[src/rtl/llsr_pkg.sv]
// Shared types and constants for the light level step regulator.
package llsr_pkg;

    localparam int unsigned TargetMax = 4095;
    localparam int unsigned LevelMax  = 255;

    // x / 3 for x < 2048 as (x * 683) >> 11
    localparam int unsigned Div3Mul   = 683;
    localparam int unsigned Div3Shift = 11;

    localparam logic [11:0] TOL_RST    = 12'd10;
    localparam logic [8:0]  MAXST_RST  = 9'd300;
    localparam logic [7:0]  PAUSE_RST  = 8'd50;
    localparam logic [3:0]  NOTIFY_RST = 4'd10;

    // configuration register indexes
    localparam logic [1:0] CFG_TOLERANCE    = 2'd0;
    localparam logic [1:0] CFG_MAX_STEPS    = 2'd1;
    localparam logic [1:0] CFG_PAUSE_TICKS  = 2'd2;
    localparam logic [1:0] CFG_NOTIFY_EVERY = 2'd3;

    // request kinds
    localparam logic REQ_SET  = 1'b0;
    localparam logic REQ_TICK = 1'b1;

    // result status codes
    localparam logic [1:0] ST_SET_OK  = 2'd0;
    localparam logic [1:0] ST_SET_REJ = 2'd1;
    localparam logic [1:0] ST_TICK    = 2'd2;

    // mode codes as reported on the output
    localparam logic [1:0] MODE_CODE_REG   = 2'd0;
    localparam logic [1:0] MODE_CODE_STOP  = 2'd1;
    localparam logic [1:0] MODE_CODE_PAUSE = 2'd2;

    typedef enum logic [2:0] {
        t_mode_reg   = 3'b001,
        t_mode_stop  = 3'b010,
        t_mode_pause = 3'b100
    } t_mode;

    typedef struct packed {
        logic [11:0] light_reading;
        logic [7:0]  led_blue;
        logic [7:0]  led_green;
        logic [7:0]  led_red;
        logic [15:0] target_request;
    } t_in_data;

    typedef struct packed {
        logic [1:0] mode_now;
        logic       notify;
        logic [7:0] drive_level;
        logic       drive_write;
    } t_out_data;

endpackage

[src/rtl/light_level_step_regulator_top.sv]
// Light level step regulator: input register, one pass of decision logic, result register.

// The block takes one beat per clock while the result register is free or being
// taken, and returns one result beat for every input beat. An input register holds
// the accepted beat, which moves into the result register when that register is
// empty or its beat is being taken. The regulation state
// (mode, held level, target, step/notify/pause counters) updates in the same
// cycle the beat moves into the result register, so beats back to back see each
// other's state. The input side stays ready while a result waits as long as the
// input register is empty or draining. Configuration writes are taken at once.
module light_level_step_regulator_top (
    input  logic        i_clk,
    input  logic        i_rst_n,
    input  logic        i_cfg_wr_en,
    input  logic [1:0]  i_cfg_idx,
    input  logic [11:0] i_cfg_data,
    input  logic        s_axis_tvalid,
    output logic        s_axis_tready,
    // target_request[15:0], led_red[23:16], led_green[31:24], led_blue[39:32],
    // light_reading[51:40], zero fill [55:52]
    input  logic [55:0] s_axis_tdata,
    // req_type[0]
    input  logic        s_axis_tuser,
    output logic        m_axis_tvalid,
    input  logic        m_axis_tready,
    // drive_write[0], drive_level[8:1], notify[9], mode_now[11:10], zero fill [15:12]
    output logic [15:0] m_axis_tdata,
    // status[1:0]
    output logic [1:0]  m_axis_tuser
);

    logic [11:0] r_tolerance;
    logic [8:0]  r_max_steps;
    logic [7:0]  r_pause_ticks;
    logic [3:0]  r_notify_every;

    llsr_pkg::t_mode r_mode, n_mode;
    logic [7:0]  r_held, n_held;
    logic [11:0] r_target, n_target;
    logic [8:0]  r_step_cnt, n_step_cnt;
    logic [3:0]  r_notify_cnt, n_notify_cnt;
    logic [7:0]  r_pause_cnt, n_pause_cnt;

    logic                 r_in_valid;
    logic                 r_in_req;
    llsr_pkg::t_in_data   r_in;
    logic                 r_out_valid;
    llsr_pkg::t_out_data  r_out;
    logic [1:0]           r_out_status;

    logic                 advance;
    llsr_pkg::t_out_data  n_out;
    logic [1:0]           n_status;

    logic [9:0]  rgb_sum;
    logic [19:0] rgb_prod;
    logic [7:0]  rgb_mean;
    logic [11:0] abs_diff;
    logic        target_above;
    logic        run;
    logic [8:0]  pause_next;

    assign advance       = r_in_valid && (!r_out_valid || m_axis_tready);
    assign s_axis_tready = !r_in_valid || advance;

    // mean of the read-back by reciprocal multiply
    assign rgb_sum  = {2'b00, r_in.led_red} + {2'b00, r_in.led_green}
                    + {2'b00, r_in.led_blue};
    assign rgb_prod = {10'd0, rgb_sum} * 20'(llsr_pkg::Div3Mul);
    assign rgb_mean = rgb_prod[llsr_pkg::Div3Shift +: 8];

    assign target_above = r_target > r_in.light_reading;
    assign abs_diff     = target_above ? (r_target - r_in.light_reading)
                                       : (r_in.light_reading - r_target);
    assign pause_next   = {1'b0, r_pause_cnt} + 9'd1;

    always_comb begin
        n_mode       = r_mode;
        n_held       = r_held;
        n_target     = r_target;
        n_step_cnt   = r_step_cnt;
        n_notify_cnt = r_notify_cnt;
        n_pause_cnt  = r_pause_cnt;
        n_out.drive_write = 1'b0;
        n_out.notify      = 1'b0;
        run          = 1'b0;
        n_status     = llsr_pkg::ST_TICK;

        if (r_in_req == llsr_pkg::REQ_SET) begin
            if (r_in.target_request > 16'(llsr_pkg::TargetMax)) begin
                n_status = llsr_pkg::ST_SET_REJ;
            end else begin
                n_status          = llsr_pkg::ST_SET_OK;
                n_target          = r_in.target_request[11:0];
                n_held            = rgb_mean;
                n_out.drive_write = 1'b1;
                n_out.notify      = 1'b1;
                n_mode            = llsr_pkg::t_mode_reg;
                n_step_cnt        = '0;
                n_notify_cnt      = '0;
                n_pause_cnt       = '0;
            end
        end else begin
            case (r_mode)
                llsr_pkg::t_mode_pause: begin
                    if (pause_next >= {1'b0, r_pause_ticks}) begin
                        n_mode       = llsr_pkg::t_mode_reg;
                        n_step_cnt   = '0;
                        n_notify_cnt = '0;
                        n_pause_cnt  = '0;
                        run          = 1'b1;
                    end else begin
                        n_pause_cnt = pause_next[7:0];
                    end
                end
                llsr_pkg::t_mode_reg: run = 1'b1;
                default: ;
            endcase

            if (run) begin
                // counters here are the post-resume values
                if (n_step_cnt >= r_max_steps) begin
                    n_mode = llsr_pkg::t_mode_stop;
                end else if (r_in.led_red != r_held || r_in.led_green != r_held
                             || r_in.led_blue != r_held) begin
                    n_mode = llsr_pkg::t_mode_stop;
                end else if ((abs_diff < r_tolerance)
                             || (target_above && r_held == 8'(llsr_pkg::LevelMax))
                             || (!target_above && r_held == 8'd0)) begin
                    n_mode       = llsr_pkg::t_mode_pause;
                    n_pause_cnt  = '0;
                    n_out.notify = 1'b1;
                end else begin
                    n_held            = target_above ? r_held + 8'd1 : r_held - 8'd1;
                    n_out.drive_write = 1'b1;
                    n_step_cnt        = n_step_cnt + 9'd1;
                    if ({1'b0, n_notify_cnt} + 5'd1 >= {1'b0, r_notify_every}) begin
                        n_notify_cnt = '0;
                        n_out.notify = 1'b1;
                    end else begin
                        n_notify_cnt = n_notify_cnt + 4'd1;
                    end
                end
            end
        end

        n_out.drive_level = n_held;
        case (n_mode)
            llsr_pkg::t_mode_reg:   n_out.mode_now = llsr_pkg::MODE_CODE_REG;
            llsr_pkg::t_mode_pause: n_out.mode_now = llsr_pkg::MODE_CODE_PAUSE;
            default:                n_out.mode_now = llsr_pkg::MODE_CODE_STOP;
        endcase
    end

    always_ff @(posedge i_clk) begin
        if (!i_rst_n) begin
            r_tolerance    <= llsr_pkg::TOL_RST;
            r_max_steps    <= llsr_pkg::MAXST_RST;
            r_pause_ticks  <= llsr_pkg::PAUSE_RST;
            r_notify_every <= llsr_pkg::NOTIFY_RST;
        end else if (i_cfg_wr_en) begin
            case (i_cfg_idx)
                llsr_pkg::CFG_TOLERANCE:    r_tolerance    <= i_cfg_data;
                llsr_pkg::CFG_MAX_STEPS:    r_max_steps    <= i_cfg_data[8:0];
                llsr_pkg::CFG_PAUSE_TICKS:  r_pause_ticks  <= i_cfg_data[7:0];
                llsr_pkg::CFG_NOTIFY_EVERY: r_notify_every <= i_cfg_data[3:0];
                default: ;
            endcase
        end
    end

    always_ff @(posedge i_clk) begin
        if (!i_rst_n) begin
            r_mode       <= llsr_pkg::t_mode_stop;
            r_held       <= '0;
            r_target     <= '0;
            r_step_cnt   <= '0;
            r_notify_cnt <= '0;
            r_pause_cnt  <= '0;
            r_in_valid   <= 1'b0;
            r_out_valid  <= 1'b0;
        end else begin
            if (s_axis_tready) begin
                r_in_valid <= s_axis_tvalid;
            end
            if (advance) begin
                r_mode       <= n_mode;
                r_held       <= n_held;
                r_target     <= n_target;
                r_step_cnt   <= n_step_cnt;
                r_notify_cnt <= n_notify_cnt;
                r_pause_cnt  <= n_pause_cnt;
                r_out_valid  <= 1'b1;
            end else if (m_axis_tready) begin
                r_out_valid <= 1'b0;
            end
        end
    end

    // payload registers
    always_ff @(posedge i_clk) begin
        if (s_axis_tready && s_axis_tvalid) begin
            r_in_req <= s_axis_tuser;
            r_in     <= llsr_pkg::t_in_data'(s_axis_tdata[51:0]);
        end
        if (advance) begin
            r_out        <= n_out;
            r_out_status <= n_status;
        end
    end

    assign m_axis_tvalid = r_out_valid;
    assign m_axis_tdata  = {4'd0, r_out};
    assign m_axis_tuser  = r_out_status;

endmodule
[config.mk]
export PLATFORM = sky130hd
export DESIGN_NAME = light_level_step_regulator_top
export DESIGN_NICKNAME = d
export VERILOG_FILES = /design/src/rtl/llsr_pkg.sv /design/src/rtl/light_level_step_regulator_top.sv
export SDC_FILE = /design/constraint.sdc
export NUM_CORES = 1
export LEC_CHECK = 0
export ABC_AREA = 1
export BUFFER_PORTS_ARGS = -buffer_cell sky130_fd_sc_hd__buf_2
export CAP_MARGIN = 20
export CORE_UTILIZATION = 50
export DETAILED_ROUTE_END_ITERATION = 8
export PLACE_DENSITY = 0.78
export SETUP_SLACK_MARGIN = 0.02
export SLEW_MARGIN = 10
export SYNTH_ARGS = -nofsm -noshare
export SYNTH_HDL_FRONTEND = slang
export SYNTH_SLANG_ARGS = --single-unit
[constraint.sdc]
create_clock -name i_clk -period 7.1 [get_ports i_clk]
set_input_delay 0 -clock i_clk [delete_from_list [all_inputs] [get_ports i_clk]]
set_output_delay 0 -clock i_clk [all_outputs]
set_load 0.01 [all_outputs]
# After elaboration in Yosys (flattened, before gate mapping)
# Cells that the tools add are included.
# totals
latchBits	0
mem_bits_rw	0
memories	0
romBits	0
reg_bits	146
# classes
bitwise_logic	2
mul	1
n_mux	62
order_cmp	6
add_sub_neg	10
n_div	0
shift	0
eq_ne	12
reduce_logical	22
# op_table
operator	n
$mux W8	15
$mux W9	9
$mux W4	10
$mux W3	8
$ne A8 B8 Y1	3
$sub A12 B12 Y12	2
$mul A10 B10 Y19 const B	1
$mux W1	17
$gt A16 B12 Y1 const B	1
$gt A12 B12 Y1	1
$lt A12 B12 Y1	1
$mux W12	1
$add A9 B8 Y10	1
$reduce_and A2 Y1	5
$add A8 B1 Y9 const B	1
$add A8 B8 Y9	1
$add A9 B1 Y9 const B	1
$ge A9 B8 Y1	1
$ge A9 B9 Y1	1
$add A8 B1 Y8 const B	1
$eq A8 B8 Y1 const B	1
$logic_not A8 Y1	1
$sub A8 B1 Y8 const B	1
$eq A3 B1 Y1 const B	2
other kinds (16)	29

# Depth between registers and ports, before layout
# depth
ltp_word	13
mapped_depth	35
depth_no_buf	35

# Least setup slack after synthesis
# Ideal clock, no wire load.
# synth_timing
path_kind	reg2reg
start	reg r_in[25] (netlist bit)
end	reg r_out, in the netlist m_axis_tdata[1], data pin
stages_incl_launch_ff	32
slack_ps	1162
arrival_ps	5684
setup_ps	254
path_cell_list	edfxtp_1 inv_1 fa_1 inv_1 ha_1 inv_1 fa_1 nand3b_1 nand2_1 a21oi_1 or2_2 nand2_1 inv_1 nor2_1 nor2_1 ha_1 inv_1 fa_1 inv_1 fa_1 inv_1 fa_1 inv_1 ha_1 a21oi_1 o21ai_0 o21bai_1 a21boi_0 xor2_1 o21ai_0 inv_1 nand2_1
# synth_between
elab_chain_cells	7
# synth_rtl
item	line	rtl
from (decl)	light_level_step_regulator_top.sv:46	llsr_pkg::t_in_data r_in;
from (signal assigned)	light_level_step_regulator_top.sv:204	r_in <= llsr_pkg::t_in_data'(s_axis_tdata[51:0]);
branches (longest 6 deep; another with $mul A10 B10 Y19)	--	
$mux W8 *	light_level_step_regulator_top.sv:89	if (r_in_req == llsr_pkg::REQ_SET) begin
named net n_held[0]	light_level_step_regulator_top.sv:38	logic [7:0] r_held, n_held;
to (signal assigned)	light_level_step_regulator_top.sv:207	r_out <= n_out;
to (decl)	light_level_step_regulator_top.sv:48	llsr_pkg::t_out_data r_out;
# Mark *: on every way through the listed nets, which the timed path passes.
# A chain may end at the register's enable or synchronous reset.

# Final worst setup path
# Same ends and word-level chain as after synthesis.

==> impl_metrics.csv <==
group,metric,value,unit
timing,rsz0062_at_grt,"no",
timing,timing.max_slew.rel_slack,29.8,%
drt,wire_per_inst,14.5,um
clock_network,cts_buffer_depth,2,
timing,setup_ws,0.418,ns
finish,stdcell_area,12700,um^2
critical_path,timing.reg2reg.setup_slack,0.42,ns
worst_hold_path,hold_path.class,"in2reg",
timing,share_of_the_clock_period_used_by_the_worst_path,94.1,%
pwr,internal_power,3.07,mW
logic_synthesis,ys_dominant_reg_cell,"dfxtp_1",
critical_path,cp-startpoint,"r_in[25]",
pwr,power_leakage,6.24,nW
critical_path,endpoint_kind,"register",
timing,tightestPinTransition,1.05,ns
timing,setup_total_negative_slack,0,ns
timing,setup_violations,0,
critical_path,timing.critical_path.required,7.28,ns
logic_synthesis,per_instance_average_area_after_synthesis,7.82,um^2
pwr,pwr-share-seq,16.1,%
logic_synthesis,postSynthRegisterBits,146,
drt,num_vias,9569,
finish,areaGrowthSynthToFinish,18.4,%
logic_synthesis,yosys.area.top_type_share,18.7,%
clock_network,ctsHtreeMaxLevel,4,
pwr,ir_drop,637,uV
logic_synthesis,synth_area_leaders,"edfxtp_1 (19%), ha_1 (15%), dfxtp_1 (15%), nand2_1 (11%), inv_1 (8.0%)",
clock_network,cts.hold.buffers_added,73,
drt,antenna_violating_nets_post_route,0,
grt,overflow,0,
logic_synthesis,synth_commonest_cells,"nand2_1 (308), inv_1 (230), ha_1 (128)",
critical_path,reg2reg_from,"r_in[25]",
finish,final_cell_count_no_fill,1820,
logic_synthesis,syn_inst,1376,
critical_path,slowest_delay,0.54,ns
clock_network,postCtsSetupRepairBufs,0,
pwr,swShare,48.4,%
die,die_width,149,um
timing,post-route-min-period,6.68,ns
finish,layout_cells_sized_above_1,9.91,%
pwr,pwr_density_cell,467,nW/um^2
clock_network,cts-resized-gates,0,
die,io_pins,96,
die,floorplan.initialDensity,51.1,%
die,design.core.area,21100,um^2
critical_path,crit_slowest_cell,"fa_1",
timing,maximum_clock_frequency,0.150,GHz
drt,first_pass_iters,5,
logic_synthesis,post-synth-top-count-cell,"nand2_1",
drt,dr.first_iter.drc_count,702,
grt,grt_first_pass_wirelength,43600,um
place,detailedPlacementHpwl,19200,um
grt,pin_count_of_the_biggest_net_entering_global_routing,54,
run_status,status,"completed",
place,placed_cell_area,11400,um^2
place,gpl.final_weighted_congestion,0.897,
critical_path,worst_path_most_repeated_cell,"inv_1",
logic_synthesis,distinct_cells_synth,46,
critical_path,critPathKind,"reg2reg",
die,area_of_the_die,22100,um^2
finish,num-fill-cells,1804,
clock_network,number_of_sinks_driven_by_the_clock_tree,146,
finish,final_nets,1766,
die,die_h,149,um
drt,total_wire_length,26400,um
critical_path,worstPathMaxFanout,5,
logic_synthesis,yosysWarningCount,0,
critical_path,reg2reg_to,"m_axis_tdata[1]",
place,detailedPlace.worstSlack,0.558,ns
clock_network,clk_transition_reported_paths,0.06,ns
clock_network,ctsRootBufferMaster,"clkbuf_16",
pwr,p_switching,2.88,mW
place,place.port_buffers,87,
critical_path,timing.critical_path.arrival,6.86,ns
timing,timing_hold_violations_final,0,
clock_network,worst_skew_pair.late_latency,0.43,ns
critical_path,worstSetupEndpoint,"m_axis_tdata[1]",
timing,maxSlewViolCount,0,
grt,first_global_vias,9453,
place,placedCellCount,1714,
finish,layout.core_utilization,60.4,%
grt,antenna_found_initial,1,
grt,track_usage,24.7,%
drt,drc_errors,0,
logic_synthesis,yosysTopAreaCell,"edfxtp_1",
logic_synthesis,synth-edff-count,67,
drt,viasPerCell,5.26,
critical_path,start_kind,"register",
die,std_cell_rows,53,
run,max-cap-violations,0,
logic_synthesis,post_synth_instance_area,10800,um^2
clock_network,cts_made_buffers,17,
timing,finalClockSkew,0.0108,ns
logic_synthesis,postSynth.asyncResetShare,0,%
pwr,clock_power_share,15.2,%
logic_synthesis,synth-seq-area-share,33.4,%
clock_network,tritoncts,"built",
pwr,comb_power_share,68.7,%
critical_path,timing.reg2reg.worst_path_depth,31,
==> critical path: cells and delay by family (launching register included) <==
family / cells / cell delay, ns
flip-flops: 1 / 0.40
XOR/XNOR: 1 / 0.26
adder cells (fa/ha/maj): 8 / 3.15
buffers and inverters: 9 / 0.63
AO/OA/AOI/OAI: 6 / 0.95
AND/OR/NAND/NOR: 7 / 1.07
==> metal layers <==
metal | wire [um] | GRT usage, %
met1 | 11200 | 29.5
met5 | 0 | 0
met4 | 834 | 10.9
met3 | 1450 | 4.92
met2 | 13000 | 43.1
==> registers in the layout, indices dropped and copies added (netlist names) <==
signal	flops
m_axis_tdata	12
r_mode	3
r_step_cnt	9
r_max_steps	9
r_notify_every	4
r_tolerance	12
r_held	8
m_axis_tvalid	1
r_notify_cnt	4
r_target	12
m_axis_tuser	2
r_pause_cnt	8
r_in_req	1
r_in	52
r_pause_ticks	8
r_in_valid	1
==> metrics by stage <==
stage	total power [mW]	hold slack (ns)
2_1_floorplan	4.05	0.0989
3_3_place_gp	4.85	0.176
3_5_place_dp	4.95	0.178
4_1_cts	5.90	0.0771
5_1_grt	6.58	0.119
6_report	5.95	0.0848
==> area by class of cell <==
cell class,count,area (um^2),share of cell area [%]
diodes,1,2.50,0.0196
clock buffers,24,483,3.79
clock inverters,8,100,0.785
inverters,242,908,7.13
multi-input cells,961,6130,48.1
flip-flops and latches,146,3590,28.2
well taps,275,344,2.70
repair buffers,163,1190,9.33
==> power by group through the flow <==
stage | logic [mW] | clock network, mW | registers [mW]
after floorplan | 3.08 | 0 | 0.971
after global placement | 3.88 | 0 | 0.976
after detailed placement | 3.98 | 0 | 0.976
after CTS | 4.04 | 0.908 | 0.959
after global routing | 4.67 | 0.951 | 0.964
final | 4.08 | 0.905 | 0.959
==> kinds of logic (layout without fill, tap and decap cells) <==
logic type                 count (synthesis)  in the layout  synth area share, %
buffers and inverters                    272            437                 9.82
adders and majority gates                159            159                 20.6
other                                      1              5               0.0348
DFF                                      146            146                 33.4
muxes                                      1              1               0.0930
xor gates and xnor gates                  43             43                 3.50
and+or+nand+nor                          496            496                 19.4
AOI/OAI and AO/OA                        258            258                 13.2
==> worst min-delay path by stage <==
stage	from	endpoint	slack [ns]	cells past startpoint
after global placement	s_axis_tdata[43]	r_in[43]	0.18	1
after detailed placement	s_axis_tdata[51]	r_in[51]	0.18	1
after CTS	i_cfg_wr_en	r_max_steps[2]	0.08	4
after floorplan	s_axis_tdata[0]	r_in[0]	0.1	0
final	i_cfg_wr_en	r_max_steps[2]	0.08	4
after global routing	i_cfg_wr_en	r_max_steps[2]	0.12	5
==> cell usage in the layout, fill, tap and decap left out, types with 5 or more instances in the layout <==
cell / synthesis / final
nand2_1: 308 / 308
inv_1: 230 / 229
ha_1: 128 / 128
a21oi_1: 127 / 127
buf_2: 8 / 87
nor2_1: 81 / 81
dfxtp_1: 79 / 79
o21ai_0: 78 / 78
dlygate4sd3_1: 0 / 73
edfxtp_1: 67 / 67
nand3_1: 57 / 57
xor2_1: 31 / 31
fa_1: 31 / 31
clkbuf_16: 0 / 18
o211ai_1: 15 / 15
nand4_1: 12 / 12
xnor2_1: 12 / 12
inv_2: 10 / 11
nor3_1: 9 / 9
o21bai_1: 9 / 9
or2_2: 8 / 8
a31oi_1: 7 / 7
clkbuf_1: 15 / 5
Power figures use the tool's default switching activity.
